File: config.mk
export PLATFORM = sky130hd
export DESIGN_NAME = irq_wait_table_flat
export DESIGN_NICKNAME = d
export VERILOG_FILES = /design/src/rtl/core/iwt_pkg.sv /design/src/rtl/core/iwt_in_if.sv /design/src/rtl/core/iwt_out_if.sv /design/src/rtl/core/iwt_entry_ram.sv /design/src/rtl/core/iwt_out_reg.sv /design/src/rtl/core/irq_wait_table.sv /design/src/flat_wrapper.sv
export SDC_FILE = /design/constraint.sdc
export NUM_CORES = 2
export LEC_CHECK = 0
export ABC_CLOCK_PERIOD_IN_PS = 28800
export BUFFER_PORTS_ARGS = -buffer_cell sky130_fd_sc_hd__buf_2
export CAP_MARGIN = 25
export CELL_PAD_IN_SITES_DETAIL_PLACEMENT = 0
export CELL_PAD_IN_SITES_GLOBAL_PLACEMENT = 1
export CORE_MARGIN = 3
export CORE_UTILIZATION = 30
export CTS_BUF_LIST = sky130_fd_sc_hd__clkbuf_4
export CTS_CLUSTER_DIAMETER = 120
export DETAILED_ROUTE_END_ITERATION = 6
export PLACE_DENSITY_LB_ADDON = 0.1
export SYNTH_ARGS = -nofsm -noshare
export SYNTH_HDL_FRONTEND = slang
export SYNTH_HIERARCHICAL = 1
export SYNTH_SLANG_ARGS = --single-unit
File: constraint.sdc
create_clock -name clk -period 28.8 [get_ports clk]
set_input_delay 4.32 -clock clk [delete_from_list [all_inputs] [get_ports clk]]
set_output_delay 4.32 -clock clk [all_outputs]
set_load 0.005 [all_outputs]
File: src/rtl/core/iwt_pkg.sv
// Shared types and constants for the IRQ wait table.
package iwt_pkg;

    // Operation codes carried in the op field
    localparam logic [1:0] OP_WAIT    = 2'd0;
    localparam logic [1:0] OP_POST    = 2'd1;
    localparam logic [1:0] OP_TIMEOUT = 2'd2;
    localparam logic [1:0] OP_REMOVE  = 2'd3;

    // Result status codes
    localparam logic [2:0] ST_OK         = 3'd0;
    localparam logic [2:0] ST_INVALID    = 3'd1;
    localparam logic [2:0] ST_BUSY       = 3'd2;
    localparam logic [2:0] ST_NOMEM      = 3'd3;
    localparam logic [2:0] ST_WOULDBLOCK = 3'd4;

    // Timeout value that never expires
    localparam logic [31:0] FOREVER = 32'hFFFF_FFFF;

    // One stored waiter (valid bit is kept outside the RAM)
    typedef struct packed {
        logic [7:0]  task_id;
        logic [7:0]  irq;
        logic        ready;
        logic [31:0] limit;
        logic [31:0] start;
        logic [7:0]  evirq;
        logic [31:0] stamp;
        logic [31:0] data;
        logic [31:0] context_word;
    } entry_t;

    // One accepted input transaction
    typedef struct packed {
        logic [1:0]  op;
        logic [7:0]  task_id;
        logic [7:0]  irq;
        logic [31:0] wait_timeout;
        logic [31:0] now_tick;
        logic [31:0] cycle_stamp;
        logic [31:0] post_data;
        logic [31:0] post_context;
    } item_t;

    // One result transaction
    typedef struct packed {
        logic [2:0]  status;
        logic [7:0]  event_irq;
        logic [31:0] event_stamp;
        logic [31:0] event_data;
        logic [31:0] event_context;
    } result_t;

endpackage

File: src/rtl/core/iwt_in_if.sv
// Request channel interface of the IRQ wait table.
interface iwt_in_if;
    logic        valid;
    logic        ready;
    logic [1:0]  op;
    logic [7:0]  task_id;
    logic [7:0]  irq;
    logic [31:0] wait_timeout;
    logic [31:0] now_tick;
    logic [31:0] cycle_stamp;
    logic [31:0] post_data;
    logic [31:0] post_context;

    modport source (
        output valid, op, task_id, irq, wait_timeout, now_tick, cycle_stamp,
               post_data, post_context,
        input  ready
    );

    modport sink (
        input  valid, op, task_id, irq, wait_timeout, now_tick, cycle_stamp,
               post_data, post_context,
        output ready
    );
endinterface

File: src/rtl/core/iwt_out_if.sv
// Response channel interface of the IRQ wait table.
interface iwt_out_if;
    logic        valid;
    logic        ready;
    logic [2:0]  status;
    logic [7:0]  event_irq;
    logic [31:0] event_stamp;
    logic [31:0] event_data;
    logic [31:0] event_context;

    modport source (
        output valid, status, event_irq, event_stamp, event_data, event_context,
        input  ready
    );

    modport sink (
        input  valid, status, event_irq, event_stamp, event_data, event_context,
        output ready
    );
endinterface

File: src/rtl/core/iwt_entry_ram.sv
// Waiter entry RAM: one write port, one read port, registered read data.
module iwt_entry_ram #(
    parameter int DEPTH = 16
) (
    input  logic                       clk,
    input  logic                       wr_en,
    input  logic [$clog2(DEPTH)-1:0]   wr_addr,
    input  iwt_pkg::entry_t            wr_data,
    input  logic                       rd_en,
    input  logic [$clog2(DEPTH)-1:0]   rd_addr,
    output iwt_pkg::entry_t            rd_data
);

    iwt_pkg::entry_t mem [DEPTH];
    iwt_pkg::entry_t rdata_reg;

    // Write and read ports
    always_ff @(posedge clk)
    begin
        if (wr_en)
        begin
            mem[wr_addr] <= wr_data;
        end
        if (rd_en)
        begin
            rdata_reg <= mem[rd_addr];
        end
    end

    assign rd_data = rdata_reg;

endmodule

File: src/rtl/core/iwt_out_reg.sv
// Output register that holds one result until the sink takes it.
module iwt_out_reg (
    input  logic              clk,
    input  logic              rst_n,
    input  logic              load,
    input  iwt_pkg::result_t  din,
    output logic              free,
    iwt_out_if.source         rsp
);

    logic             valid_reg;
    logic             valid_next;
    iwt_pkg::result_t data_reg;

    // Slot is free when empty or being emptied this cycle
    assign free = !valid_reg || rsp.ready;

    always_comb
    begin
        valid_next = valid_reg;
        if (load)
        begin
            valid_next = 1'b1;
        end
        else if (rsp.ready)
        begin
            valid_next = 1'b0;
        end
    end

    always_ff @(posedge clk or negedge rst_n)
    begin
        if (!rst_n)
        begin
            valid_reg <= 1'b0;
        end
        else
        begin
            valid_reg <= valid_next;
        end
    end

    // Payload, no reset
    always_ff @(posedge clk)
    begin
        if (load)
        begin
            data_reg <= din;
        end
    end

    assign rsp.valid         = valid_reg;
    assign rsp.status        = data_reg.status;
    assign rsp.event_irq     = data_reg.event_irq;
    assign rsp.event_stamp   = data_reg.event_stamp;
    assign rsp.event_data    = data_reg.event_data;
    assign rsp.event_context = data_reg.event_context;

endmodule

File: src/rtl/core/irq_wait_table.sv
// Top level of the IRQ wait table: scan sequencer around the entry RAM.
//
// Each request transaction (wait, post, timeout check, remove task) walks the
// whole table once: one RAM read per entry, each entry read-modified-written
// in the cycle after its read, then a drain state empties the read pipeline
// and a finish state builds the answer, holding until the output register is
// free; only then can the block take the next request. Exactly one response
// comes back for every request, in order. A finished response waits in an
// output register, so the next request can be accepted while it is pending.
// Entry valid bits live in flip-flops and are cleared by reset; the RAM
// contents need no clearing.
module irq_wait_table #(
    parameter int WAIT_ENTRIES = 16
) (
    input  logic      clk,
    input  logic      rst_n,
    iwt_in_if.sink    req,
    iwt_out_if.source rsp
);

    localparam int IDX_W = $clog2(WAIT_ENTRIES);

    // Sequencer states
    localparam logic [1:0] SEQ_IDLE   = 2'd0;
    localparam logic [1:0] SEQ_SCAN   = 2'd1;
    localparam logic [1:0] SEQ_DRAIN  = 2'd2;
    localparam logic [1:0] SEQ_FINISH = 2'd3;

    logic [1:0]              state_reg, state_next;
    logic [IDX_W-1:0]        rd_idx_reg, rd_idx_next;
    logic                    proc_vld_reg, proc_vld_next;
    logic [IDX_W-1:0]        proc_idx_reg, proc_idx_next;
    iwt_pkg::item_t          item_reg, item_next;
    logic                    match_reg, match_next;
    iwt_pkg::entry_t         hit_reg, hit_next;
    logic                    free_found_reg, free_found_next;
    logic [IDX_W-1:0]        free_idx_reg, free_idx_next;
    logic [WAIT_ENTRIES-1:0] valid_reg, valid_next;

    logic             in_acc;
    logic             rd_en;
    logic             wr_en;
    logic [IDX_W-1:0] wr_addr;
    iwt_pkg::entry_t  wr_data;
    iwt_pkg::entry_t  rd_data;
    logic             out_free;
    logic             out_load;
    iwt_pkg::result_t result;
    logic             ent_valid;
    logic [31:0]      elapsed;
    logic             last_rd;

    assign req.ready = (state_reg == SEQ_IDLE);
    assign in_acc    = req.valid && req.ready;
    assign rd_en     = (state_reg == SEQ_SCAN);
    assign last_rd   = (rd_idx_reg == IDX_W'(WAIT_ENTRIES - 1));
    assign ent_valid = valid_reg[proc_idx_reg];
    assign elapsed   = item_reg.now_tick - rd_data.start;
    assign out_load  = (state_reg == SEQ_FINISH) && out_free;

    iwt_entry_ram #(
        .DEPTH (WAIT_ENTRIES)
    ) u_ram (
        .clk     (clk),
        .wr_en   (wr_en),
        .wr_addr (wr_addr),
        .wr_data (wr_data),
        .rd_en   (rd_en),
        .rd_addr (rd_idx_reg),
        .rd_data (rd_data)
    );

    iwt_out_reg u_out (
        .clk   (clk),
        .rst_n (rst_n),
        .load  (out_load),
        .din   (result),
        .free  (out_free),
        .rsp   (rsp)
    );

    // Sequencer, per-entry update and result build
    always_comb
    begin
        state_next      = state_reg;
        rd_idx_next     = rd_idx_reg;
        proc_vld_next   = 1'b0;
        proc_idx_next   = rd_idx_reg;
        item_next       = item_reg;
        match_next      = match_reg;
        hit_next        = hit_reg;
        free_found_next = free_found_reg;
        free_idx_next   = free_idx_reg;
        valid_next      = valid_reg;
        wr_en           = 1'b0;
        wr_addr         = proc_idx_reg;
        wr_data         = rd_data;
        result          = '0;
        result.status   = iwt_pkg::ST_OK;

        unique case (state_reg)
            SEQ_IDLE:
            begin
                if (in_acc)
                begin
                    item_next.op           = req.op;
                    item_next.task_id      = req.task_id;
                    item_next.irq          = req.irq;
                    item_next.wait_timeout = req.wait_timeout;
                    item_next.now_tick     = req.now_tick;
                    item_next.cycle_stamp  = req.cycle_stamp;
                    item_next.post_data    = req.post_data;
                    item_next.post_context = req.post_context;
                    rd_idx_next            = '0;
                    match_next             = 1'b0;
                    free_found_next        = 1'b0;
                    state_next             = SEQ_SCAN;
                end
            end
            SEQ_SCAN:
            begin
                proc_vld_next = 1'b1;
                rd_idx_next   = rd_idx_reg + 1'b1;
                if (last_rd)
                begin
                    rd_idx_next = '0;
                    state_next  = SEQ_DRAIN;
                end
            end
            SEQ_DRAIN:
            begin
                state_next = SEQ_FINISH;
            end
            SEQ_FINISH:
            begin
                if (out_free)
                begin
                    state_next = SEQ_IDLE;
                end
            end
            default:
            begin
                state_next = SEQ_IDLE;
            end
        endcase

        // Entry read last cycle: read-modify-write
        if (proc_vld_reg)
        begin
            unique case (item_reg.op)
                iwt_pkg::OP_WAIT:
                begin
                    if (ent_valid && rd_data.task_id == item_reg.task_id
                        && rd_data.irq == item_reg.irq && item_reg.task_id != 8'd0)
                    begin
                        match_next = 1'b1;
                        hit_next   = rd_data;
                        if (rd_data.ready)
                        begin
                            valid_next[proc_idx_reg] = 1'b0;
                        end
                    end
                    else if (!ent_valid && !free_found_reg)
                    begin
                        free_found_next = 1'b1;
                        free_idx_next   = proc_idx_reg;
                    end
                end
                iwt_pkg::OP_POST:
                begin
                    if (ent_valid && !rd_data.ready && rd_data.irq == item_reg.irq)
                    begin
                        wr_en                = 1'b1;
                        wr_data.evirq        = item_reg.irq;
                        wr_data.stamp        = item_reg.cycle_stamp;
                        wr_data.data         = item_reg.post_data;
                        wr_data.context_word = item_reg.post_context;
                        wr_data.ready        = 1'b1;
                    end
                end
                iwt_pkg::OP_TIMEOUT:
                begin
                    if (ent_valid && !rd_data.ready && rd_data.limit != iwt_pkg::FOREVER
                        && elapsed >= rd_data.limit)
                    begin
                        wr_en         = 1'b1;
                        wr_data.ready = 1'b1;
                    end
                end
                iwt_pkg::OP_REMOVE:
                begin
                    if (ent_valid && item_reg.task_id != 8'd0
                        && rd_data.task_id == item_reg.task_id)
                    begin
                        valid_next[proc_idx_reg] = 1'b0;
                    end
                end
                default:
                begin
                end
            endcase
        end

        // Answer; a blocking wait also inserts its new entry here
        if (item_reg.op == iwt_pkg::OP_WAIT)
        begin
            priority if (item_reg.task_id == 8'd0)
            begin
                result.status = iwt_pkg::ST_INVALID;
            end
            else if (match_reg && hit_reg.ready)
            begin
                result.status        = iwt_pkg::ST_OK;
                result.event_irq     = hit_reg.evirq;
                result.event_stamp   = hit_reg.stamp;
                result.event_data    = hit_reg.data;
                result.event_context = hit_reg.context_word;
            end
            else if (match_reg)
            begin
                result.status = iwt_pkg::ST_BUSY;
            end
            else if (free_found_reg)
            begin
                result.status = iwt_pkg::ST_WOULDBLOCK;
                if (out_load)
                begin
                    wr_en                    = 1'b1;
                    wr_addr                  = free_idx_reg;
                    wr_data                  = '0;
                    wr_data.task_id          = item_reg.task_id;
                    wr_data.irq              = item_reg.irq;
                    wr_data.limit            = item_reg.wait_timeout;
                    wr_data.start            = item_reg.now_tick;
                    valid_next[free_idx_reg] = 1'b1;
                end
            end
            else
            begin
                result.status = iwt_pkg::ST_NOMEM;
            end
        end
    end

    // Control state
    always_ff @(posedge clk or negedge rst_n)
    begin
        if (!rst_n)
        begin
            state_reg      <= SEQ_IDLE;
            proc_vld_reg   <= 1'b0;
            valid_reg      <= '0;
            match_reg      <= 1'b0;
            free_found_reg <= 1'b0;
            rd_idx_reg     <= '0;
        end
        else
        begin
            state_reg      <= state_next;
            proc_vld_reg   <= proc_vld_next;
            valid_reg      <= valid_next;
            match_reg      <= match_next;
            free_found_reg <= free_found_next;
            rd_idx_reg     <= rd_idx_next;
        end
    end

    // Payload and index registers
    always_ff @(posedge clk)
    begin
        proc_idx_reg <= proc_idx_next;
        item_reg     <= item_next;
        hit_reg      <= hit_next;
        free_idx_reg <= free_idx_next;
    end

endmodule

File: src/flat_wrapper.sv
// flat-port wrapper written by rule: the top's interface ports become plain ports
module irq_wait_table_flat 
#(
    parameter int WAIT_ENTRIES = 16
)
  (clk, rst_n, req_valid, req_op, req_task_id, req_irq, req_wait_timeout, req_now_tick, req_cycle_stamp, req_post_data, req_post_context, req_ready, rsp_valid, rsp_status, rsp_event_irq, rsp_event_stamp, rsp_event_data, rsp_event_context, rsp_ready);
  iwt_in_if req_i ();
  iwt_out_if rsp_i ();
  input  logic clk;
  input  logic rst_n;
  input wire logic [$bits(req_i.valid)-1:0] req_valid;
  input wire logic [$bits(req_i.op)-1:0] req_op;
  input wire logic [$bits(req_i.task_id)-1:0] req_task_id;
  input wire logic [$bits(req_i.irq)-1:0] req_irq;
  input wire logic [$bits(req_i.wait_timeout)-1:0] req_wait_timeout;
  input wire logic [$bits(req_i.now_tick)-1:0] req_now_tick;
  input wire logic [$bits(req_i.cycle_stamp)-1:0] req_cycle_stamp;
  input wire logic [$bits(req_i.post_data)-1:0] req_post_data;
  input wire logic [$bits(req_i.post_context)-1:0] req_post_context;
  output wire logic [$bits(req_i.ready)-1:0] req_ready;
  output wire logic [$bits(rsp_i.valid)-1:0] rsp_valid;
  output wire logic [$bits(rsp_i.status)-1:0] rsp_status;
  output wire logic [$bits(rsp_i.event_irq)-1:0] rsp_event_irq;
  output wire logic [$bits(rsp_i.event_stamp)-1:0] rsp_event_stamp;
  output wire logic [$bits(rsp_i.event_data)-1:0] rsp_event_data;
  output wire logic [$bits(rsp_i.event_context)-1:0] rsp_event_context;
  input wire logic [$bits(rsp_i.ready)-1:0] rsp_ready;
  assign req_i.valid = req_valid;
  assign req_i.op = req_op;
  assign req_i.task_id = req_task_id;
  assign req_i.irq = req_irq;
  assign req_i.wait_timeout = req_wait_timeout;
  assign req_i.now_tick = req_now_tick;
  assign req_i.cycle_stamp = req_cycle_stamp;
  assign req_i.post_data = req_post_data;
  assign req_i.post_context = req_post_context;
  assign req_ready = req_i.ready;
  assign rsp_valid = rsp_i.valid;
  assign rsp_status = rsp_i.status;
  assign rsp_event_irq = rsp_i.event_irq;
  assign rsp_event_stamp = rsp_i.event_stamp;
  assign rsp_event_data = rsp_i.event_data;
  assign rsp_event_context = rsp_i.event_context;
  assign rsp_i.ready = rsp_ready;
  irq_wait_table #(.WAIT_ENTRIES(WAIT_ENTRIES)) u_core (.clk(clk), .rst_n(rst_n), .req(req_i), .rsp(rsp_i));
endmodule
==> Word-level counts from Yosys, hierarchy flattened <==
Memory sizes are Yosys's and may differ from the RTL's. A register that Yosys moved wholly into a read port is not among the register bits.
Cells that the tools add are included.
{ "op_classes": {"add_sub_neg": 2, "n_lt_le_gt_ge": 5, "eq_ne": 13, "muxes": 73, "bitwise_logic": 6, "reduce_logical": 34} }
{ "op_table": {"columns": ["cell", "count"], "rows": [
  ["$mux W185", 6],
  ["$mux W104", 3],
  ["$mux W16", 10],
  ["$mux W1", 33],
  ["$ge A32 B32 Y1", 1],
  ["$mux W4", 8],
  ["$ne A32 B32 Y1 const B", 1],
  ["$pmux W16 S2", 1],
  ["$sub A32 B32 Y32", 1],
  ["$and A16 B16 Y16", 1],
  ["$eq A8 B8 Y1", 2],
  ["$not A16 Y16", 1],
  ["$or A16 B16 Y16", 1],
  ["$logic_and A1 B1 Y1", 15],
  ["$lt A4 B5 Y1 const B", 2],
  ["$demux W1 S4", 2],
  ["$eq A2 B2 Y1 const B", 4],
  ["$ge A4 B1 Y1 const B", 2],
  ["$logic_not A8 Y1", 1],
  ["$mux W2", 4],
  ["$pmux W2 S4", 1],
  ["$pmux W4 S2", 1],
  ["$reduce_bool A8 Y1", 1],
  ["$reduce_and A3 Y1", 2],
  ["other kinds (17)", 29]
]} }
{ "word_totals": {"reg_bits": 424, "mem_bits_rw": 2960, "in_bits": 182, "out_inout_bits": 109, "elab_cells": 163, "memories": 1} }
{ "mem_list": {"columns": ["memory", "words", "width", "read_ports", "rd_ports_with_merged_regs", "write_ports", "line_no", "source"], "rows": [
  ["u_core.u_ram.mem", 16, 185, 1, 1, 1, "iwt_entry_ram.sv:14", "iwt_pkg::entry_t mem [DEPTH];"]
]} }

==> Logic depth before layout (Yosys ltp) <==
{ "depth": {"word_depth": 17, "ltp_mapped": 21, "depth_no_buf": 21} }

==> Modules after synthesis <==
Netlist, hierarchy kept.
{ "modules_own_cells": {"columns": ["module", "n_inst", "cells_each", "area_per_inst_um2", "seq_area_each_um2"], "rows": [
  ["iwt_entry_ram", 1, 4841, 116635.6, 94440.6],
  ["irq_wait_table", 1, 1580, 16214.3, 9323.9],
  ["iwt_out_reg", 1, 110, 3260.6, 3238.1]
]} }

==> Worst setup path before layout <==
OpenSTA, ideal clock, no wires.
{ "synth_path": {"kind": "in2reg", "from": "input port rsp_ready", "to": "memory u_core/u_ram/mem[0][0] (netlist name), enable pin", "setup_ns": 0.956, "arrival_ns": 20.606, "required_ns": 27.844, "path_slack_ns": 7.238, "cell_stages": 9, "n_path_buf": 2, "cell_sequence": "nand2b_4 nand2_1 inv_1 and2_1 clkbuf_1 clkbuf_1 o21ai_0 or3b_2 nor3_1"} }
{ "synth_between": {"word_cells_on_any_way": 16, "classes_between": "mux: 14; reduce/logical: 2"} }
{ "synth_rtl": {"columns": ["element", "line_no", "source"], "rows": [
  ["start: declaration", "flat_wrapper.sv:27", "input wire logic [$bits(rsp_i.ready)-1:0] rsp_ready;"],
  ["$logic_or A1 B1 Y1", "iwt_out_reg.sv:16", "assign free = !valid_reg || rsp.ready;"],
  ["$logic_and A1 B1 Y1", "irq_wait_table.sv:59", "assign out_load = (state_reg == SEQ_FINISH) && out_free;"],
  ["via u_core.out_load", "irq_wait_table.sv:47", "logic out_load;"],
  ["$mux W4", "irq_wait_table.sv:226", "if (out_load)"],
  ["$mux W4", "irq_wait_table.sv:223", "else if (free_found_reg)"],
  ["$mux W4", "irq_wait_table.sv:219", "else if (match_reg)"],
  ["$mux W4", "irq_wait_table.sv:211", "else if (match_reg && hit_reg.ready)"],
  ["$mux W4", "irq_wait_table.sv:207", "priority if (item_reg.task_id == 8'd0)"],
  ["$mux W4", "irq_wait_table.sv:205", "if (item_reg.op == iwt_pkg::OP_WAIT)"],
  ["via u_core.wr_addr[2]", "irq_wait_table.sv:43", "logic [IDX_W-1:0] wr_addr;"],
  ["end: declaration", "iwt_entry_ram.sv:14", null]
]} }
The timed path passes the listed nets, and every way through them passes these cells.

==> Worst setup path in the final report <==
{ "layout_path": {"from": "register u_core/item_reg[96] (netlist name)", "to": "memory u_core/u_ram/mem[15][50] (netlist name), enable pin"} }
{ "layout_between": {"elab_chain_cells": 14} }
{ "layout_lines": {"columns": ["element", "line_no", "source"], "rows": [
  ["start: declaration", "irq_wait_table.sv:33", "iwt_pkg::item_t item_reg, item_next;"],
  ["start signal: assignment", "irq_wait_table.sv:272", "item_reg <= item_next;"],
  ["$sub A32 B32 Y32 (*)", "irq_wait_table.sv:58", "assign elapsed = item_reg.now_tick - rd_data.start;"],
  ["$ge A32 B32 Y1 (*)", "irq_wait_table.sv:184", "&& elapsed >= rd_data.limit)"],
  ["$logic_and A1 B1 Y1 (*)", "irq_wait_table.sv:184", null],
  ["$mux W1 (*)", "irq_wait_table.sv:183", "if (ent_valid && !rd_data.ready && rd_data.limit != iwt_pkg::FOREVER"],
  ["$pmux W1 S2 (*)", "irq_wait_table.sv:150", "unique case (item_reg.op)"],
  ["$mux W1 (*)", "irq_wait_table.sv:148", "if (proc_vld_reg)"],
  ["$mux W1", "irq_wait_table.sv:226", null],
  ["$mux W1", "irq_wait_table.sv:223", null],
  ["$mux W1", "irq_wait_table.sv:219", null],
  ["$mux W1", "irq_wait_table.sv:211", null],
  ["$mux W1", "irq_wait_table.sv:207", null],
  ["$mux W1 (*)", "irq_wait_table.sv:205", null],
  ["via u_core.wr_en", "irq_wait_table.sv:42", "logic wr_en;"],
  ["$mux W1 (*)", "iwt_entry_ram.sv:20", "if (wr_en)"],
  ["$mux W1 (not written as such) (*)", "iwt_entry_ram.sv:22", "mem[wr_addr] <= wr_data;"]
]} }
Mark *: on every way through the listed nets, which the timed path passes. The rest lies on a longest branch.

==> qor.txt <==
OUTCOME
------------------------------------------------------------------------------------------
Status                                                                        complete, but fails checks
Violated checks                                                                        DRC

GRT
------------------------------------------------------------------------------------------
Wire length of the first global-routing pass                                     575000 um
Maximum number of pins on one net before global-route repair                           110
Antenna violations before repair                                                        37
Overall Global Routing Usage                                                         17.4%
Total overflow reported by the global router                                             0
Via count of the first global-routing pass                                           75700

SETUP PATH
------------------------------------------------------------------------------------------
Kind of end point of the critical path                                           flip-flop
Kind of launch point of the worst setup path                                     flip-flop
Worst Reg2Reg Path Length in Cells                                                      24
Top fanout value on the critical path                                                   43
Minimum setup slack among reg-to-reg paths                                        19.40 ns
Endpoint of the most critical register-to-register path                       u_core/u_ram/mem[15][50]
Critical path required time                                                       30.01 ns
Critical Path AT                                                                  10.60 ns
Cell breakdown of the critical path                                           inv_1 > ha_1 > inv_1 > fa_1 > a211oi_1 > o21ai_0 > nand2_1 > o2111ai_1 > a31o_2 > nor3_1 > a311oi_1 > ha_1 > nand4_1 > nor4_1 > nand2_1 > o311ai_2 > o21ai_0 > nand2_1 > nand3_1 > nor2_4 > buf_4 > buf_4 > buf_4 > buf_4
Critical register-to-register path startpoint                                 u_core/item_reg[96]
Most frequent cell on the critical path                                       sky130_fd_sc_hd__buf_4
Worst-path cell with the longest stage delay                                  sky130_fd_sc_hd__buf_4
Critical path type                                                            flip-flop to flip-flop
Maximum single-stage delay on the critical path                                    0.81 ns

SYNTH
------------------------------------------------------------------------------------------
Yosys cell types                                                                        63
Dominant combinational cell family by area after synthesis                    multiplexers
Flip-flop and latch count after synthesis                                             3569
Share of synthesized area spent on multiplexers                                      12.5%
Number of flops mapped to enable cells by yosys                                       3539
Share of synthesized cell area in full adder, half adder and majority cells         0.677%
Synth Net Count                                                                       6786
Prevailing post-synth register cell                                           sky130_fd_sc_hd__edfxtp_1
Synthesized-area fraction occupied by ao, oa, aoi and oai cells                      3.68%
Average size of a mapped cell                                                     20.8 um2
Async set-reset flop share out of synthesis                                         0.728%
Cell area after synthesis                                                       136000 um2
Post-synthesis simple-gate area fraction                                             2.80%
XOR/XNOR share of the synthesized area                                              0.245%
Yosys warnings                                                                           6
Synthesized netlist cell count                                                        6531
Sequential share of the synthesized area                                             78.6%

CLOCK NETWORK
------------------------------------------------------------------------------------------
Clock Tree Buf Depth                                                                     4
Quantity of gates resized following cts                                                  0
Skew-Pair Late Insertion Delay                                                     1.65 ns
Clock Tree Root                                                               sky130_fd_sc_hd__clkbuf_4
CTS tree                                                                               yes
Count of hold buffers inserted by post-cts repair                                        0
Clock slew at the register clock pins of the worst setup and hold paths            0.06 ns
Number of sinks handled by clock tree synthesis                                       3569
CTS H-Tree Depth                                                                         6
CTS Buf Count                                                                          952
Setup Fix Bufs, Post-CTS                                                                 0

POWER
------------------------------------------------------------------------------------------
Cell Pwr Density                                                               94.1 nW/um2
Leakage                                                                            51.2 nW
Worst vdd rail ir drop                                                         0.0000747 V
Post-layout total power                                                            14.9 mW

FLOORPLANNING
------------------------------------------------------------------------------------------
Number of rows in the core area                                                        246
Initial cell density of the core                                                     30.2%
Core area                                                                       450000 um2
Io pins                                                                                291
Die boundary width                                                                  680 um
Area of the die                                                                 462000 um2
Die span in y                                                                       680 um

TIMING
------------------------------------------------------------------------------------------
Final worst clock skew                                                            0.107 ns
Slew of the pin with the lowest slew margin                                        1.11 ns
Share of the clock period used by the worst path after layout                        32.6%
Fmax                                                                               106 MHz
Setup violation total in the final timing report                                         0
Final Slew Violations                                                                    0
Final-report hold violation count                                                        0
Unrepaired setup endpoints after global routing                                         no
Accumulated negative setup slack                                                      0 ns
Post-route minimum period                                                          9.40 ns
Max-slew headroom at the worst pin                                                   25.9%

PLACE
------------------------------------------------------------------------------------------
Port Buffer Count                                                                      290
GPL Wtd Cong                                                                         0.733
Estimated wirelength of the detail-placed design                                 228000 um

FINISH
------------------------------------------------------------------------------------------
NumNets Final                                                                         8013
Fraction of final layout cells with drive strength greater than 1                    34.8%
Layout overhead on the synthesized area                                              16.5%
Number of flip-flops under the largest register name                                  2960
Most common library cell in the layout ignoring fill and taps                 sky130_fd_sc_hd__edfxtp_1
Commonest non-fill, non-tap cells in the layout                               3539 x sky130_fd_sc_hd__edfxtp_1, 1429 x sky130_fd_sc_hd__clkbuf_4, 693 x sky130_fd_sc_hd__mux4_2

WORST HOLD PATH
------------------------------------------------------------------------------------------
Start point of the worst hold path                                            u_core/u_ram/rd_data[82]
End of the worst hold path                                                    u_core/hit_reg[82]
Worst min-delay path class                                                    flip-flop to flip-flop
Hold Crit Depth                                                                          0

ROUTING
------------------------------------------------------------------------------------------
DR vias/cell                                                                          4.86
Wire length per cell                                                               28.2 um
Routed vias                                                                          70200
Detailed Route Iter0 Violations                                                       5345
Number of search-and-repair iterations in the first detailed-routing pass                7
Count of antenna-violating nets left after detailed routing                              0
Final Routed Wirelength                                                          407000 um
Remaining DRCs                                                                           1

JOB
------------------------------------------------------------------------------------------
Max-Cap Viols                                                                            0

==> stage by stage <==
stage / setup WS (ns) / std cells / area (um2) / hold WS (ns) / utilization, %
2_1_floorplan: 7.24 / 6531 / 136000 / 0.403 / -
4_1_cts: 19.22 / 14400 / 158000 / 0.421 / 35.1
6_report: 19.40 / 14500 / 159000 / 0.421 / 35.2
3_5_place_dp: 17.91 / 12700 / 146000 / 0.434 / 32.4
5_1_grt: 18.77 / 14400 / 159000 / 0.433 / 35.2
3_3_place_gp: 17.90 / 12700 / 146000 / 0.433 / 32.3
==> Yosys cell counts (4+ instances only) <==
cell type	instances	share of area, %
sky130_fd_sc_hd__nand4_1	19	0.087
sky130_fd_sc_hd__a21oi_1	155	0.57
sky130_fd_sc_hd__a22oi_1	311	1.7
sky130_fd_sc_hd__inv_1	91	0.25
sky130_fd_sc_hd__o21bai_1	5	0.028
sky130_fd_sc_hd__nand3_1	21	0.077
sky130_fd_sc_hd__mux4_2	693	11
sky130_fd_sc_hd__nor2b_1	44	0.20
sky130_fd_sc_hd__or2_2	4	0.018
sky130_fd_sc_hd__a41oi_1	4	0.026
sky130_fd_sc_hd__xor2_1	24	0.15
sky130_fd_sc_hd__nand2_1	511	1.4
sky130_fd_sc_hd__dfxtp_1	4	0.059
sky130_fd_sc_hd__nor2_1	54	0.15
sky130_fd_sc_hd__xnor2_1	14	0.090
sky130_fd_sc_hd__a21o_1	13	0.072
sky130_fd_sc_hd__o221ai_1	31	0.20
sky130_fd_sc_hd__nor3_1	18	0.066
sky130_fd_sc_hd__mux2_2	96	0.79
sky130_fd_sc_hd__buf_4	39	0.22
sky130_fd_sc_hd__a221oi_1	23	0.15
sky130_fd_sc_hd__nor4_1	12	0.055
sky130_fd_sc_hd__buf_1	20	0.055
sky130_fd_sc_hd__clkbuf_1	172	0.47
sky130_fd_sc_hd__o21a_1	8	0.044
sky130_fd_sc_hd__ha_1	72	0.66
sky130_fd_sc_hd__and2_1	111	0.51
sky130_fd_sc_hd__a211oi_1	7	0.039
sky130_fd_sc_hd__o31ai_1	7	0.039
sky130_fd_sc_hd__o21ai_0	152	0.56
sky130_fd_sc_hd__o22a_1	8	0.051
sky130_fd_sc_hd__mux2i_1	37	0.27
sky130_fd_sc_hd__edfxtp_1	3539	78
sky130_fd_sc_hd__dfrtp_1	26	0.48
sky130_fd_sc_hd__o211ai_1	7	0.039
sky130_fd_sc_hd__nand2b_1	31	0.14
sky130_fd_sc_hd__buf_6	11	0.091
sky130_fd_sc_hd__a31oi_1	4	0.018
sky130_fd_sc_hd__buf_2	98	0.36
==> worst max path at each step <==
stage,end,slack [ns],depth (start not counted),from
finish,u_core/u_ram/mem[15][50],19.40,24,u_core/item_reg[96]
global route,u_core/u_ram/mem[15][67],18.77,24,u_core/item_reg[96]
floorplan,u_core/u_ram/mem[0][0],7.24,9,rsp_ready
detailed placement,u_core/u_ram/mem[15][49],17.91,13,rsp_ready
global placement,u_core/u_ram/mem[15][49],17.90,13,rsp_ready
CTS,u_core/u_ram/mem[15][67],19.22,24,u_core/item_reg[96]
==> where the power goes <==
part,switching [mW],internal (mW),leakage (nW),total [mW]
logic,2.28,1.31,11.6,3.60
clock network,2.12,2.37,7.26,4.49
registers,0.207,6.62,32.3,6.83
total,4.61,10.3,51.2,14.9
==> layer usage <==
metal	routed length (um)	up-vias	global-route usage [%]	share of wire [%]
met3	19800	603	3.08	4.9
met2	203000	1942	29.5	50
met5	34	-	0	0.0084
met1	175000	37600	23.0	43
li1	-	30000	-	-
met4	8370	6	4.50	2.1
==> critical path, delay by kind of cell, from the launching register on <==
family | cells | cell delay (ns)
adders and majority gates | 3 | 0.92
DFF | 1 | 0.36
and+or+nand+nor | 8 | 2.27
buffers and inverters | 6 | 3.07
AOI/OAI and AO/OA | 7 | 2.23
==> kinds of logic after synthesis <==
logic type               count (synthesis)
flip-flops                            3569
AND/OR/NAND/NOR                        838
multiplexers                           826
AO/OA/AOI/OAI                          756
buffers and inverters                  431
adder cells (fa/ha/maj)                 73
XOR/XNOR                                38
==> layout make-up <==
class / instances / area [um2]
Antenna cell: 21 / 52.6
Inverter: 91 / 357
Fill cell: 42700 / 292000
Clock buffer: 1429 / 10700
Timing Repair Buffer: 613 / 4120
Multi-Input combinational cell: 2531 / 27400
Sequential cell: 3569 / 107000
Tap cell: 5952 / 7450
Clock inverter: 251 / 1490
(Power assumes the default switching activity.)
